==> config.mk <==
export PLATFORM = sky130hd
export DESIGN_NAME = pcm_sample_format_converter
export DESIGN_NICKNAME = d
export VERILOG_FILES = /design/src/rtl/core/pcmc_pkg.sv /design/src/rtl/core/pcmc_i2f.sv /design/src/rtl/core/pcmc_f2i.sv /design/src/rtl/core/pcm_sample_format_converter.sv
export SDC_FILE = /design/constraint.sdc
export NUM_CORES = 1
export LEC_CHECK = 0
export ABC_CLOCK_PERIOD_IN_PS = 8650
export BUFFER_PORTS_ARGS = -buffer_cell sky130_fd_sc_hd__buf_2
export CAP_MARGIN = 10
export CORE_AREA = 2 2 288 290
export DETAILED_ROUTE_END_ITERATION = 8
export DIE_AREA = 0 0 290 292
export SLEW_MARGIN = 20
export SYNTH_ARGS = -nofsm -noshare
export SYNTH_HDL_FRONTEND = slang
export SYNTH_SLANG_ARGS = --single-unit
==> constraint.sdc <==
create_clock -name clk -period 8.65 [get_ports clk]
set_input_delay 1.73 -clock clk [delete_from_list [all_inputs] [get_ports clk]]
set_output_delay 1.73 -clock clk [all_outputs]
set_load 0.02 [all_outputs]
==> src/rtl/core/pcmc_pkg.sv <==
`timescale 1ns / 1ps
// ----------------------------------------------------------------------------
// pcmc_pkg
// Shared codes and types for the PCM sample format converter.
// ----------------------------------------------------------------------------
package pcmc_pkg;

  localparam logic [2:0] FMT_U8   = 3'd0;
  localparam logic [2:0] FMT_S16  = 3'd1;
  localparam logic [2:0] FMT_S24L = 3'd2;
  localparam logic [2:0] FMT_S24R = 3'd3;
  localparam logic [2:0] FMT_S32  = 3'd4;
  localparam logic [2:0] FMT_FLT  = 3'd5;

  localparam logic CFG_DIRECTION = 1'b0;
  localparam logic CFG_FORMAT    = 1'b1;

  localparam logic [31:0] FLT_POS_ONE = 32'h3F80_0000;
  localparam logic [31:0] FLT_NEG_ONE = 32'hBF80_0000;

  // per-stage advance strobes
  typedef struct packed {
    logic en1;
    logic en2;
    logic en3;
  } pipe_en_t;

endpackage

==> src/rtl/core/pcmc_i2f.sv <==
`timescale 1ns / 1ps
// ----------------------------------------------------------------------------
// pcmc_i2f
// Integer sample to IEEE single, three register stages.
// ----------------------------------------------------------------------------
module pcmc_i2f (
  input  logic             clk,
  input  pcmc_pkg::pipe_en_t en,
  input  logic [2:0]       fmt,
  input  logic [31:0]      sample_i,
  output logic [31:0]      result_o
);
  import pcmc_pkg::*;

  // stage 1: sign/magnitude
  logic        sign_r, sign_nxt, pass_r, pass_nxt, zero_r, zero_nxt;
  logic [31:0] mag_r, mag_nxt, raw_r;
  logic [4:0]  sc_r, sc_nxt;
  logic signed [32:0] v;

  always_comb begin
    v        = '0;
    sc_nxt   = 5'd0;
    pass_nxt = 1'b0;
    zero_nxt = 1'b0;
    unique case (fmt)
      FMT_U8: begin
        v = $signed({25'd0, sample_i[7:0]}) - 33'sd128;
        sc_nxt = 5'd7;
      end
      FMT_S16: begin
        v = 33'(signed'(sample_i[15:0]));
        sc_nxt = 5'd15;
      end
      FMT_S24L: begin
        v = 33'(signed'(sample_i[31:8]));
        sc_nxt = 5'd23;
      end
      FMT_S24R: begin
        v = 33'(signed'(sample_i));
        sc_nxt = 5'd23;
      end
      FMT_S32: begin
        v = 33'(signed'(sample_i));
        sc_nxt = 5'd31;
      end
      FMT_FLT: pass_nxt = 1'b1;
      default: zero_nxt = 1'b1;
    endcase
    sign_nxt = v[32];
    mag_nxt  = sign_nxt ? 32'(-v) : v[31:0];
  end

  always_ff @(posedge clk) begin
    if (en.en1) begin
      sign_r <= sign_nxt;
      mag_r  <= mag_nxt;
      sc_r   <= sc_nxt;
      pass_r <= pass_nxt;
      zero_r <= zero_nxt;
      raw_r  <= sample_i;
    end
  end

  // stage 2: leading-zero count and normalize
  logic [4:0]  lz_nxt, lz_r;
  logic [31:0] norm_r;
  logic        sign2_r, pass2_r, zero2_r;
  logic [4:0]  sc2_r;
  logic [31:0] raw2_r;

  always_comb begin
    lz_nxt = 5'd0;
    for (int i = 0; i < 32; i++) begin
      if (mag_r[i]) lz_nxt = 5'(31 - i);
    end
  end

  always_ff @(posedge clk) begin
    if (en.en2) begin
      lz_r    <= lz_nxt;
      norm_r  <= mag_r << lz_nxt;
      sign2_r <= sign_r;
      pass2_r <= pass_r;
      zero2_r <= zero_r | (mag_r == 32'd0);
      sc2_r   <= sc_r;
      raw2_r  <= raw_r;
    end
  end

  // stage 3: round to nearest even and pack
  logic [23:0] mant_rnd;
  logic        rnd_up;
  logic [7:0]  expo;
  logic [31:0] res_nxt;

  always_comb begin
    rnd_up   = norm_r[7] & ((|norm_r[6:0]) | norm_r[8]);
    mant_rnd = {1'b0, norm_r[30:8]} + 24'(rnd_up);
    expo     = 8'd158 - 8'(lz_r) - 8'(sc2_r) + 8'(mant_rnd[23]);
    priority if (pass2_r) res_nxt = raw2_r;
    else if (zero2_r)     res_nxt = 32'd0;
    else                  res_nxt = {sign2_r, expo, mant_rnd[22:0]};
  end

  always_ff @(posedge clk) begin
    if (en.en3) result_o <= res_nxt;
  end

endmodule

==> src/rtl/core/pcmc_f2i.sv <==
`timescale 1ns / 1ps
// ----------------------------------------------------------------------------
// pcmc_f2i
// IEEE single to integer sample (or clipped float), three register stages.
// ----------------------------------------------------------------------------
module pcmc_f2i (
  input  logic             clk,
  input  pcmc_pkg::pipe_en_t en,
  input  logic [2:0]       fmt,
  input  logic [31:0]      sample_i,
  output logic [31:0]      result_o
);
  import pcmc_pkg::*;

  // stage 1: unpack, scale exponent
  logic [7:0]  ex;
  logic [22:0] fr;
  logic        nan;
  logic [4:0]  k;
  logic signed [9:0] t_nxt, t_r;
  logic        sign_r, big_r, ge1_r, flt_r;
  logic [23:0] mant_r;
  logic [2:0]  fmt_r;
  logic [31:0] flt_nxt, fltv_r;

  always_comb begin
    ex  = sample_i[30:23];
    fr  = sample_i[22:0];
    nan = (ex == 8'hFF) && (fr != 23'd0);
    unique case (fmt)
      FMT_U8:   k = 5'd7;
      FMT_S16:  k = 5'd15;
      FMT_S32:  k = 5'd31;
      default:  k = 5'd23;
    endcase
    t_nxt = $signed({2'b00, (ex == 8'd0) ? 8'd1 : ex}) + $signed({5'd0, k}) - 10'sd150;
    priority if (nan)                        flt_nxt = 32'd0;
    else if (sample_i[30:0] > FLT_POS_ONE[30:0])
      flt_nxt = sample_i[31] ? FLT_NEG_ONE : FLT_POS_ONE;
    else                                     flt_nxt = sample_i;
  end

  always_ff @(posedge clk) begin
    if (en.en1) begin
      sign_r <= sample_i[31] & ~nan;
      mant_r <= nan ? 24'd0 : {ex != 8'd0, fr};
      t_r    <= t_nxt;
      big_r  <= ~nan & (t_nxt >= 10'sd10);
      ge1_r  <= ~nan & (ex >= 8'd127);
      fmt_r  <= fmt;
      fltv_r <= flt_nxt;
      flt_r  <= (fmt == FMT_FLT);
    end
  end

  // stage 2: align to integer with guard and sticky
  logic [33:0] q_nxt, q_r;
  logic        g_nxt, s_nxt, g_r, s_r;
  logic [9:0]  sh;
  logic [49:0] wide;
  logic        sign2_r, big2_r, ge12_r, flt2_r;
  logic [2:0]  fmt2_r;
  logic [31:0] fltv2_r;

  always_comb begin
    sh    = 10'(-t_r);
    wide  = {mant_r, 26'd0} >> sh[4:0];
    q_nxt = '0;
    g_nxt = 1'b0;
    s_nxt = 1'b0;
    if (!t_r[9]) begin
      q_nxt = 34'(mant_r) << t_r[3:0];
    end else if (sh >= 10'd26) begin
      s_nxt = |mant_r;
    end else begin
      q_nxt = 34'(wide[49:26]);
      g_nxt = wide[25];
      s_nxt = |wide[24:0];
    end
  end

  always_ff @(posedge clk) begin
    if (en.en2) begin
      q_r     <= q_nxt;
      g_r     <= g_nxt;
      s_r     <= s_nxt;
      sign2_r <= sign_r;
      big2_r  <= big_r;
      ge12_r  <= ge1_r;
      fmt2_r  <= fmt_r;
      fltv2_r <= fltv_r;
      flt2_r  <= flt_r;
    end
  end

  // stage 3: round, apply sign, saturate, place
  localparam logic signed [35:0] BIG = 36'sh4_0000_0000;
  logic [34:0] r;
  logic signed [35:0] val, u, c;
  logic [31:0] res_nxt;

  always_comb begin
    r   = 35'(q_r) + 35'(g_r & (s_r | q_r[0]));
    val = sign2_r ? -$signed({1'b0, r}) : $signed({1'b0, r});
    if (big2_r) val = sign2_r ? -BIG : BIG;
    u   = val + 36'sd128;
    res_nxt = 32'd0;
    unique case (fmt2_r)
      FMT_U8: begin
        c = (u < 0) ? 36'sd0 : ((u > 36'sd255) ? 36'sd255 : u);
        res_nxt = {24'd0, c[7:0]};
      end
      FMT_S16: begin
        c = (val < -36'sd32768) ? -36'sd32768 : ((val > 36'sd32767) ? 36'sd32767 : val);
        res_nxt = {16'd0, c[15:0]};
      end
      FMT_S24L, FMT_S24R: begin
        priority if (ge12_r && !sign2_r) c = 36'sd8388480;
        else if (ge12_r)                 c = -36'sd8388608;
        else if (val > 36'sd8388607)     c = 36'sd8388607;
        else if (val < -36'sd8388608)    c = -36'sd8388608;
        else                             c = val;
        res_nxt = (fmt2_r == FMT_S24L) ? {c[23:0], 8'd0} : c[31:0];
      end
      FMT_S32: begin
        priority if (ge12_r && !sign2_r) c = 36'sd2147483520;
        else if (ge12_r)                 c = -36'sd2147483648;
        else if (val > 36'sd2147483647)  c = 36'sd2147483647;
        else if (val < -36'sd2147483648) c = -36'sd2147483648;
        else                             c = val;
        res_nxt = c[31:0];
      end
      default: c = '0;
    endcase
    if (flt2_r) res_nxt = fltv2_r;
  end

  always_ff @(posedge clk) begin
    if (en.en3) result_o <= res_nxt;
  end

endmodule

==> src/rtl/core/pcm_sample_format_converter.sv <==
`timescale 1ns / 1ps
// ----------------------------------------------------------------------------
// pcm_sample_format_converter
// PCM sample converter between integer formats and IEEE single precision.
//
// Usage:
// - in_* is a stream of sample items: in_tdata[31:0] the raw word, in_tlast
//   marks the last sample of a buffer. out_* carries the converted word and
//   the copied tlast.
// - cfg_* writes a register: index 0 direction (0 int->float, 1 float->int),
//   index 1 sample format (0 U8, 1 S16, 2 S24 left, 3 S24 low, 4 S32,
//   5 float). cfg_ready is always high; write only while the stream is idle.
// - An accepted item passes through the three-stage datapath (decode,
//   align/normalize, round/pack) that holds one item per stage. Throughput is
//   one item per cycle while out_tready is held high.
// - Each stage advances when the stage after it is empty or moving, so a
//   stalled receiver backs items up into empty stages first; in_tready drops
//   only when all three stages are full.
// - Synchronous active-low reset empties the pipeline and sets direction 0,
//   format S16.
// ----------------------------------------------------------------------------
module pcm_sample_format_converter (
  input  logic        clk,
  input  logic        rst_n,
  input  logic        cfg_valid,
  output logic        cfg_ready,
  input  logic        cfg_index,
  input  logic [2:0]  cfg_data,
  input  logic        in_tvalid,
  output logic        in_tready,
  input  logic [31:0] in_tdata,   // [31:0] sample_in
  input  logic        in_tlast,
  output logic        out_tvalid,
  input  logic        out_tready,
  output logic [31:0] out_tdata,  // [31:0] sample_out
  output logic        out_tlast
);
  import pcmc_pkg::*;

  logic       dir_r;
  logic [2:0] fmt_r;

  assign cfg_ready = 1'b1;

  always_ff @(posedge clk) begin
    if (!rst_n) begin
      dir_r <= 1'b0;
      fmt_r <= FMT_S16;
    end else if (cfg_valid) begin
      unique case (cfg_index)
        CFG_DIRECTION: dir_r <= cfg_data[0];
        CFG_FORMAT:    fmt_r <= cfg_data;
        default:       ;
      endcase
    end
  end

  // stage valid bits and backpressure chain
  logic v1_r, v2_r, v3_r;
  logic l1_r, l2_r, l3_r;
  logic rdy1, rdy2, rdy3;
  pipe_en_t en;

  assign rdy3 = !v3_r || out_tready;
  assign rdy2 = !v2_r || rdy3;
  assign rdy1 = !v1_r || rdy2;
  assign in_tready = rdy1;

  assign en.en1 = rdy1;
  assign en.en2 = rdy2;
  assign en.en3 = rdy3;

  always_ff @(posedge clk) begin
    if (!rst_n) begin
      v1_r <= 1'b0;
      v2_r <= 1'b0;
      v3_r <= 1'b0;
    end else begin
      if (rdy1) v1_r <= in_tvalid;
      if (rdy2) v2_r <= v1_r;
      if (rdy3) v3_r <= v2_r;
    end
  end

  always_ff @(posedge clk) begin
    if (rdy1) l1_r <= in_tlast;
    if (rdy2) l2_r <= l1_r;
    if (rdy3) l3_r <= l2_r;
  end

  logic [31:0] i2f_res, f2i_res;

  pcmc_i2f u_i2f (
    .clk      (clk),
    .en       (en),
    .fmt      (fmt_r),
    .sample_i (in_tdata),
    .result_o (i2f_res)
  );

  pcmc_f2i u_f2i (
    .clk      (clk),
    .en       (en),
    .fmt      (fmt_r),
    .sample_i (in_tdata),
    .result_o (f2i_res)
  );

  // the user must keep direction static while items are in flight; the block does not enforce it
  assign out_tvalid = v3_r;
  assign out_tdata  = dir_r ? f2i_res : i2f_res;
  assign out_tlast  = l3_r;

endmodule

== Word level (Yosys, flattened, before mapping) ==
Index checks and enable logic that the tools add are counted.

* Flip-flop bits (word level): 370
* Input bits: 42
* Output and inout bits: 36
* Word-level logic and storage cells: 178

* Add/subtract/negate cells: 12
* Magnitude comparators: 12
* Equal/unequal tests: 10
* Shift operators: 3
* Multiplexer cells: 65
* Bitwise logic cells: 11
* Reduce and logical (&&, ||, !) cells: 25

{| class="wikitable"
|+ Operator list
! operator !! number
|-
| 32-bit two-way mux || 16
|-
| 5-bit two-way mux || 32
|-
| 33-bit one-hot mux with 4 select lines || 1
|-
| 32-bit one-hot mux with 4 select lines || 1
|-
| 36-bit two-way mux || 3
|-
| 50-bit by 5-bit right shift with 50-bit output || 1
|-
| 36-bit by 9-bit adder with 36-bit output, second input constant || 1
|-
| 36-bit by 16-bit greater-than comparator with 1-bit output, second input constant || 1
|-
| 36-bit by 24-bit greater-than comparator with 1-bit output, second input constant || 1
|-
| 36-bit by 32-bit greater-than comparator with 1-bit output, second input constant || 1
|-
| 36-bit by 9-bit greater-than comparator with 1-bit output, second input constant || 1
|-
| 36-bit by 1-bit < comparator with 1-bit output, second input constant || 1
|-
| 36-bit by 16-bit < comparator with 1-bit output, second input constant || 1
|-
| 36-bit by 24-bit < comparator with 1-bit output, second input constant || 1
|-
| 36-bit by 32-bit < comparator with 1-bit output, second input constant || 1
|-
| 35-bit negator with 36-bit output || 1
|-
| 34-bit by 35-bit adder with 35-bit output || 1
|-
| 1-bit by 35-bit bitwise AND with 35-bit output || 1
|-
| 34-bit two-way mux || 1
|-
| 24-bit by 4-bit left shift with 34-bit output || 1
|-
| 32-bit zero test || 1
|-
| 16-bit two-way mux || 2
|-
| 32-bit negator || 1
|-
| 32-bit by 5-bit left shift with 31-bit output || 1
|-
| other kinds (36) || 65
|}

== Depth between registers and ports, before layout ==
* Word-level depth: 33
* Gate-level depth with buffers: 20
* Gate-level depth less buffers: 20

== By module ==
Synthesis repeated with hierarchy kept, for this count alone.

* Cells, all modules: 2541
* Area, all modules: 25086.6 um^2

{| class="wikitable"
|+ Modules (own cells, without submodules)
! module !! instances !! cells each !! area an instance (um^2) !! sequential area each (um^2)
|-
| pcmc_f2i || 1 || 1564 || 14187.4 || 5405.2
|-
| pcmc_i2f || 1 || 907 || 9984.6 || 5285.1
|-
| pcm_sample_format_converter || 1 || 70 || 914.6 || 230.2
|}

== Worst setup path after synthesis ==
No wires, ideal clock.

* Path type: input port to output port
* Start point: input port out_tready
* End point: output port in_tready
* Arrival time: 5322 ps
* Data required time: 6920 ps
* Slack: 1598 ps
* Stages: 2
* Path buffers: 0
* Path through: nor2b_1 > nand3_1

* Longest elaborated chain between the ends: 3

{| class="wikitable"
|+ RTL lines
! item !! RTL line !! source
|-
| start, declared || pcm_sample_format_converter.sv:34 || <nowiki>input logic out_tready,</nowiki>
|-
| 1-bit logical OR || pcm_sample_format_converter.sv:64 || <nowiki>assign rdy3 = !v3_r || out_tready;</nowiki>
|-
| 1-bit logical OR || pcm_sample_format_converter.sv:65 || <nowiki>assign rdy2 = !v2_r || rdy3;</nowiki>
|-
| 1-bit logical OR || pcm_sample_format_converter.sv:66 || <nowiki>assign rdy1 = !v1_r || rdy2;</nowiki>
|-
| end, declared || pcm_sample_format_converter.sv:30 || <nowiki>output logic in_tready,</nowiki>
|}

No other way between the ends.

== Worst setup path after layout ==
* Start point: register u_f2i.q_r[0]
* End point: register u_f2i.result_o[17], data pin

* Longest elaborated chain between the ends: 14
* Elaborated cells between the ends (all ways): 21
* Those cells by class: add/sub: 2; order compare: 4; mux: 13; bitwise: 2

{| class="wikitable"
|+ RTL lines
! item !! RTL line !! source
|-
| start, declared || pcmc_f2i.sv:57 || <nowiki>logic [33:0] q_nxt, q_r;</nowiki>
|-
| start signal, assigned || pcmc_f2i.sv:84 || <nowiki>q_r <= q_nxt;</nowiki>
|-
| 1-bit OR || pcmc_f2i.sv:103 || <nowiki>r = 35'(q_r) + 35'(g_r & (s_r | q_r[0]));</nowiki>
|-
| 1-bit by 35-bit bitwise AND with 35-bit output || pcmc_f2i.sv:103 ||
|-
| 34-bit by 35-bit adder with 35-bit output * || pcmc_f2i.sv:103 ||
|-
| 35-bit negator with 36-bit output || pcmc_f2i.sv:104 || <nowiki>val = sign2_r ? -$signed({1'b0, r}) : $signed({1'b0, r});</nowiki>
|-
| 36-bit two-way mux * || pcmc_f2i.sv:104 ||
|-
| 36-bit two-way mux * || pcmc_f2i.sv:105 || <nowiki>if (big2_r) val = sign2_r ? -BIG : BIG;</nowiki>
|-
| 36-bit by 24-bit < comparator with 1-bit output || pcmc_f2i.sv:121 || <nowiki>else if (val < -36'sd8388608) c = -36'sd8388608;</nowiki>
|-
| 32-bit two-way mux || pcmc_f2i.sv:121 ||
|-
| 32-bit two-way mux || pcmc_f2i.sv:120 || <nowiki>else if (val > 36'sd8388607) c = 36'sd8388607;</nowiki>
|-
| 32-bit two-way mux || pcmc_f2i.sv:119 || <nowiki>else if (ge12_r) c = -36'sd8388608;</nowiki>
|-
| 32-bit two-way mux || pcmc_f2i.sv:118 || <nowiki>priority if (ge12_r && !sign2_r) c = 36'sd8388480;</nowiki>
|-
| 32-bit two-way mux || pcmc_f2i.sv:123 || <nowiki>res_nxt = (fmt2_r == FMT_S24L) ? {c[23:0], 8'd0} : c[31:0];</nowiki>
|-
| 32-bit one-hot mux with 4 select lines * || pcmc_f2i.sv:108 || <nowiki>unique case (fmt2_r)</nowiki>
|-
| 32-bit two-way mux * || pcmc_f2i.sv:135 || <nowiki>if (flt2_r) res_nxt = fltv2_r;</nowiki>
|-
| via u_f2i.res_nxt[17] || pcmc_f2i.sv:100 || <nowiki>logic [31:0] res_nxt;</nowiki>
|-
| end signal, assigned || pcmc_f2i.sv:139 || <nowiki>if (en.en3) result_o <= res_nxt;</nowiki>
|-
| end, declared || pcmc_f2i.sv:11 || <nowiki>output logic [31:0] result_o</nowiki>
|}

Mark *: on every way through the listed nets, which the timed path passes. The rest lies on a longest branch.
A chain may end at the register's enable or synchronous reset.

==> report_table.html <==
<table>
<tr><th>Metric</th><th>Value</th></tr>
<tr><th colspan="2">Outcome</th></tr>
<tr><td>Outcome</td><td>completed</td></tr>
<tr><th colspan="2">Yosys</th></tr>
<tr><td>Parity-gate share of the synthesized area counting xor and xnor cells</td><td>0.0427</td></tr>
<tr><td>Net Count, Synth</td><td>around 2600</td></tr>
<tr><td>Most used flip-flop cell after synthesis</td><td>edfxtp_1</td></tr>
<tr><td>Arithmetic-cell share of the synthesized area counting full adders, half adders and majority gates</td><td>0.0127</td></tr>
<tr><td>Simple-gate share of the synthesized area</td><td>0.189</td></tr>
<tr><td>Total standard cell area after synthesis</td><td>about 24000 µm²</td></tr>
<tr><td>Compound-gate portion of the synthesized area</td><td>0.180</td></tr>
<tr><td>Number of library cell types mapped by synthesis</td><td>~100</td></tr>
<tr><td>Top cell type's share of synthesized area</td><td>0.440</td></tr>
<tr><td>Number of synthesized flops with an enable pin</td><td>approximately 360</td></tr>
<tr><td>Syn Area/Cell</td><td>9.80 µm²</td></tr>
<tr><td>Number of standard cells after synthesis</td><td>2486</td></tr>
<tr><td>Area contributors post-synth</td><td>edfxtp_1 (44%), mux2i_1 (4.3%), nand2_1 (3.9%)</td></tr>
<tr><td>Seq/Total Area, Yosys</td><td>0.446</td></tr>
<tr><td>Synth area leader</td><td>edfxtp_1</td></tr>
<tr><td>Largest family of logic cells by synthesized area</td><td>simple AND/OR/NAND/NOR gates</td></tr>
<tr><td>Post-synthesis sequential element count</td><td>between 300 and 400</td></tr>
<tr><td>Number of warning messages in the yosys log</td><td>0</td></tr>
<tr><td>Async SR Flop Fraction</td><td>0</td></tr>
<tr><td>Mux share of post-synthesis cell area</td><td>0.0908</td></tr>
<tr><th colspan="2">Power</th></tr>
<tr><td>Register share of total power</td><td>0.375</td></tr>
<tr><td>Switching part of the total power</td><td>0.385</td></tr>
<tr><td>Clock share of power</td><td>0.246</td></tr>
<tr><td>Post-layout power</td><td>6.98 mW</td></tr>
<tr><td>Internal cell power</td><td>4.29 mW</td></tr>
<tr><td>Switching pwr</td><td>2.69 mW</td></tr>
<tr><td>Power per Cell Area</td><td>259 nW/µm²</td></tr>
<tr><td>Combinational Power Share</td><td>0.379</td></tr>
<tr><td>Maximum vdd drop</td><td>131 µV</td></tr>
<tr><td>Total leakage power</td><td>9.88 nW</td></tr>
<tr><th colspan="2">Worst setup path</th></tr>
<tr><td>Crit path max-delay cell type</td><td>a2111oi_0</td></tr>
<tr><td>Crit path arrival time</td><td>6.33 ns</td></tr>
<tr><td>Worst reg-to-reg setup slack</td><td>2.65 ns</td></tr>
<tr><td>Sort of element at the start of the critical path</td><td>flip-flop</td></tr>
<tr><td>CP Class</td><td>flip-flop to flip-flop</td></tr>
<tr><td>Critical path endpoint category</td><td>flip-flop</td></tr>
<tr><td>Crit path cell chain</td><td>nor2b_1 -&gt; mux2i_1 -&gt; ha_1 -&gt; nand2_1 -&gt; nor4_1 -&gt; o211ai_1 -&gt; a2111oi_0 -&gt; o211ai_1 -&gt; o31ai_1 -&gt; o311a_1 -&gt; nand4_1 -&gt; o41ai_4 -&gt; nand2b_2 -&gt; a21oi_2 -&gt; o22ai_1 -&gt; a221o_1</td></tr>
<tr><td>Worst reg2reg path startpoint</td><td>u_f2i.q_r[0]</td></tr>
<tr><td>Required time at the worst-slack endpoint</td><td>roughly 9 ns</td></tr>
<tr><td>Stage delay of the slowest cell on the critical path</td><td>0.78 ns</td></tr>
<tr><td>Endpoint of the lowest-slack register-to-register path</td><td>u_f2i.result_o[17]</td></tr>
<tr><td>Cell depth of the worst flop-to-flop path</td><td>16</td></tr>
<tr><td>Highest net fanout along the worst path</td><td>20</td></tr>
<tr><td>Cell occurring most often along the worst timing path</td><td>o211ai_1</td></tr>
<tr><th colspan="2">STA</th></tr>
<tr><td>Time the worst path needs with I/O delays and setup</td><td>6.00 ns</td></tr>
<tr><td>Max-slew violation count</td><td>0</td></tr>
<tr><td>Unrepaired setup endpoints after global routing</td><td>no</td></tr>
<tr><td>Headroom to the max-slew limit</td><td>0.304</td></tr>
<tr><td>FMAX</td><td>167 MHz</td></tr>
<tr><td>Slew of the pin with the lowest slew margin</td><td>1.03 ns</td></tr>
<tr><td>Final count of negative-setup-slack endpoints</td><td>0</td></tr>
<tr><td>Final sum of negative setup slack</td><td>0 ns</td></tr>
<tr><td>Clock Skew</td><td>0.0194 ns</td></tr>
<tr><td>Final hold violation count</td><td>0</td></tr>
<tr><td>Share of the clock period used by the worst path</td><td>0.694</td></tr>
<tr><th colspan="2">Global route</th></tr>
<tr><td>Overall Global Routing Usage</td><td>0.175</td></tr>
<tr><td>Leftover overflow at the end of global routing</td><td>0</td></tr>
<tr><td>First-pass GRT wire length</td><td>116000 µm</td></tr>
<tr><td>Initial antenna violation count</td><td>9</td></tr>
<tr><td>Maximum number of pins on one net before global-route repair</td><td>between 60 and 70</td></tr>
<tr><td>Vias in the first global route</td><td>between 15000 and 20000</td></tr>
<tr><th colspan="2">Die</th></tr>
<tr><td>Die span in y</td><td>292 µm</td></tr>
<tr><td>DIE AREA</td><td>84700 µm²</td></tr>
<tr><td>X dimension of the die</td><td>290 µm</td></tr>
<tr><td>Num rows</td><td>105</td></tr>
<tr><td>Initial Util</td><td>0.298</td></tr>
<tr><td>Placeable core area</td><td>81600 µm²</td></tr>
<tr><td>Number of top-level pins</td><td>78</td></tr>
<tr><th colspan="2">Clock network</th></tr>
<tr><td>Number of clock buffers inserted by TritonCTS</td><td>41</td></tr>
<tr><td>CTS root buffer</td><td>clkbuf_16</td></tr>
<tr><td>Max H-tree Level</td><td>2</td></tr>
<tr><td>Count of buffers added by post-CTS timing repair for setup</td><td>0</td></tr>
<tr><td>CTS Hold Buffers Added</td><td>0</td></tr>
<tr><td>Clock tree from TritonCTS</td><td>yes</td></tr>
<tr><td>Clk buf depth</td><td>3</td></tr>
<tr><td>Clock Latency Late Sink</td><td>0.58 ns</td></tr>
<tr><td>Clock-pin transition on the worst setup and hold timing paths</td><td>~0.060 ns</td></tr>
<tr><td>Sink count of the clock tree</td><td>364</td></tr>
<tr><td>Post_cts resized</td><td>0</td></tr>
<tr><th colspan="2">Drt</th></tr>
<tr><td>Post-Route WL</td><td>76600 µm</td></tr>
<tr><td>Vias after detailed routing</td><td>20200</td></tr>
<tr><td>Via density per instance</td><td>5.65</td></tr>
<tr><td>Routed len/inst</td><td>between 20 and 25 µm</td></tr>
<tr><td>DRC violation count after routing</td><td>0</td></tr>
<tr><td>Number of nets still failing antenna checks after routing</td><td>0</td></tr>
<tr><td>DRC marker count from the first detailed-route iteration</td><td>2210</td></tr>
<tr><td>Total iterations of the first detailed-routing run</td><td>5</td></tr>
<tr><th colspan="2">Final layout</th></tr>
<tr><td>Ratio of cells with drive above 1 in the final layout</td><td>0.126</td></tr>
<tr><td>Most common library cell in the layout ignoring fill and taps</td><td>edfxtp_1</td></tr>
<tr><td>Fin area</td><td>27000 µm²</td></tr>
<tr><td>Area growth from synthesis to final layout</td><td>10.8%</td></tr>
<tr><td>Most used cells in the layout excluding fill and tap cells</td><td>edfxtp_1 (357), nand2_1 (254), nor2_1 (220), a21oi_1 (171), o21ai_0 (115)</td></tr>
<tr><td>Final-stage net count</td><td>2541</td></tr>
<tr><td>Number of diodes added for antenna fixing</td><td>0</td></tr>
<tr><th colspan="2">Hold path</th></tr>
<tr><td>Worst min-delay path category</td><td>flip-flop to flip-flop</td></tr>
<tr><td>Startpoint of the lowest-slack hold path</td><td>u_i2f.raw_r[20]</td></tr>
<tr><td>Instance count along the most critical hold path</td><td>0</td></tr>
<tr><td>Worst min-delay path endpoint</td><td>u_i2f.raw2_r[20]</td></tr>
<tr><th colspan="2">Placed design</th></tr>
<tr><td>Placed cell area</td><td>25700 µm²</td></tr>
<tr><td>Final weighted congestion in routability-driven placement</td><td>0.938</td></tr>
<tr><td>Number of buffers added on ports</td><td>76</td></tr>
<tr><td>HPWL after detailed placement</td><td>56500 µm</td></tr>
<tr><th colspan="2">Flow run</th></tr>
<tr><td>Number of violations of the max-capacitance limit</td><td>0</td></tr>
</table>
## state kept, by name, summed over array words and instances, names as in the netlist, 3 cells and up
signal          count
u_f2i.q_r          34
u_f2i.fltv2_r      32
u_f2i.fltv_r       32
u_f2i.result_o     32
u_i2f.mag_r        32
u_i2f.raw2_r       32
u_i2f.raw_r        32
u_i2f.result_o     32
u_i2f.norm_r       31
u_f2i.mant_r       24
u_f2i.t_r          10
u_i2f.lz_r          5
fmt_r               3
u_f2i.fmt2_r        3
u_f2i.fmt_r         3
u_i2f.sc2_r         3
u_i2f.sc_r          3
## power groups by stage
| stage | Clock [mW] | Sequential, mW | Combinational [mW] |
|---|---|---|---|
| 6_report | 1.72 | 2.62 | 2.64 |
| 5_1_grt | 1.81 | 2.66 | 2.86 |
| 4_1_cts | 1.75 | 2.62 | 2.60 |
| 3_5_place_dp | 0 | 2.65 | 2.59 |
| 3_3_place_gp | 0 | 2.65 | 2.59 |
| 2_1_floorplan | 0 | 2.50 | 1.90 |
## synth_stat cells, types with 61 or more instances
cell and instances:
clkbuf_1 106, and2_1 79, edfxtp_1 357, nand2_1 255, nand3_1 67, mux2_2 64, mux2i_1 104, nor2_1 222
inv_1 61, xnor2_1 74, a21oi_1 172, o21ai_0 115
## worst max path at each step
stage,depth (start not counted),start,to,slack (ns)
6_report,16,u_f2i.q_r[0],u_f2i.result_o[17],2.65
3_3_place_gp,15,u_f2i.q_r[0],u_f2i.result_o[16],2.90
3_5_place_dp,15,u_f2i.q_r[0],u_f2i.result_o[17],2.71
5_1_grt,16,u_f2i.q_r[0],u_f2i.result_o[17],2.29
2_1_floorplan,2,out_tready,in_tready,1.60
4_1_cts,15,u_f2i.q_r[0],u_f2i.result_o[17],2.72
## per-layer routing
layer | routed length [µm] | global-route usage
met1 | 34900 | 0.257
met2 | 33900 | 0.267
met3 | 5970 | 0.0228
met4 | 1820 | 0.0483
met5 | 9 | 0
## logic make-up after synthesis
group,count (synthesis)
buffers and inverters,223
xor gates and xnor gates,117
other,2
and+or+nand+nor,921
DFF,364
muxes,188
adders and majority gates,23
AOI/OAI and AO/OA,648
## per-stage QoR
step           setup slack (ns)  utilization  cells  hold WS, ns
3_5_place_dp               2.71        0.315   3503        0.405
4_1_cts                    2.72        0.331   3577        0.405
6_report                   2.65        0.331   3577        0.406
2_1_floorplan              1.60            -   2486        0.400
3_3_place_gp               2.90        0.315   3503        0.401
5_1_grt                    2.29        0.331   3577        0.414
## worst max-delay path, delay by kind of cell (launching register included)
kind | cells | cell delay [ns]
AOI/OAI and AO/OA | 9 | 3.42
adders and majority gates | 1 | 0.32
DFF | 1 | 0.44
muxes | 1 | 0.48
and+or+nand+nor | 5 | 1.08
## layout make-up
class | instances | area [µm²]
Fill cell | 8334 | 54600
Clock buffer | 51 | 1080
Clock inverter | 23 | 223
Tap cell | 1070 | 1340
Sequential cell | 364 | 10900
Inverter | 64 | 240
Multi-Input combinational cell | 1899 | 12600
Timing Repair Buffer | 106 | 606
Note: power is estimated with default switching activity, not from simulation.
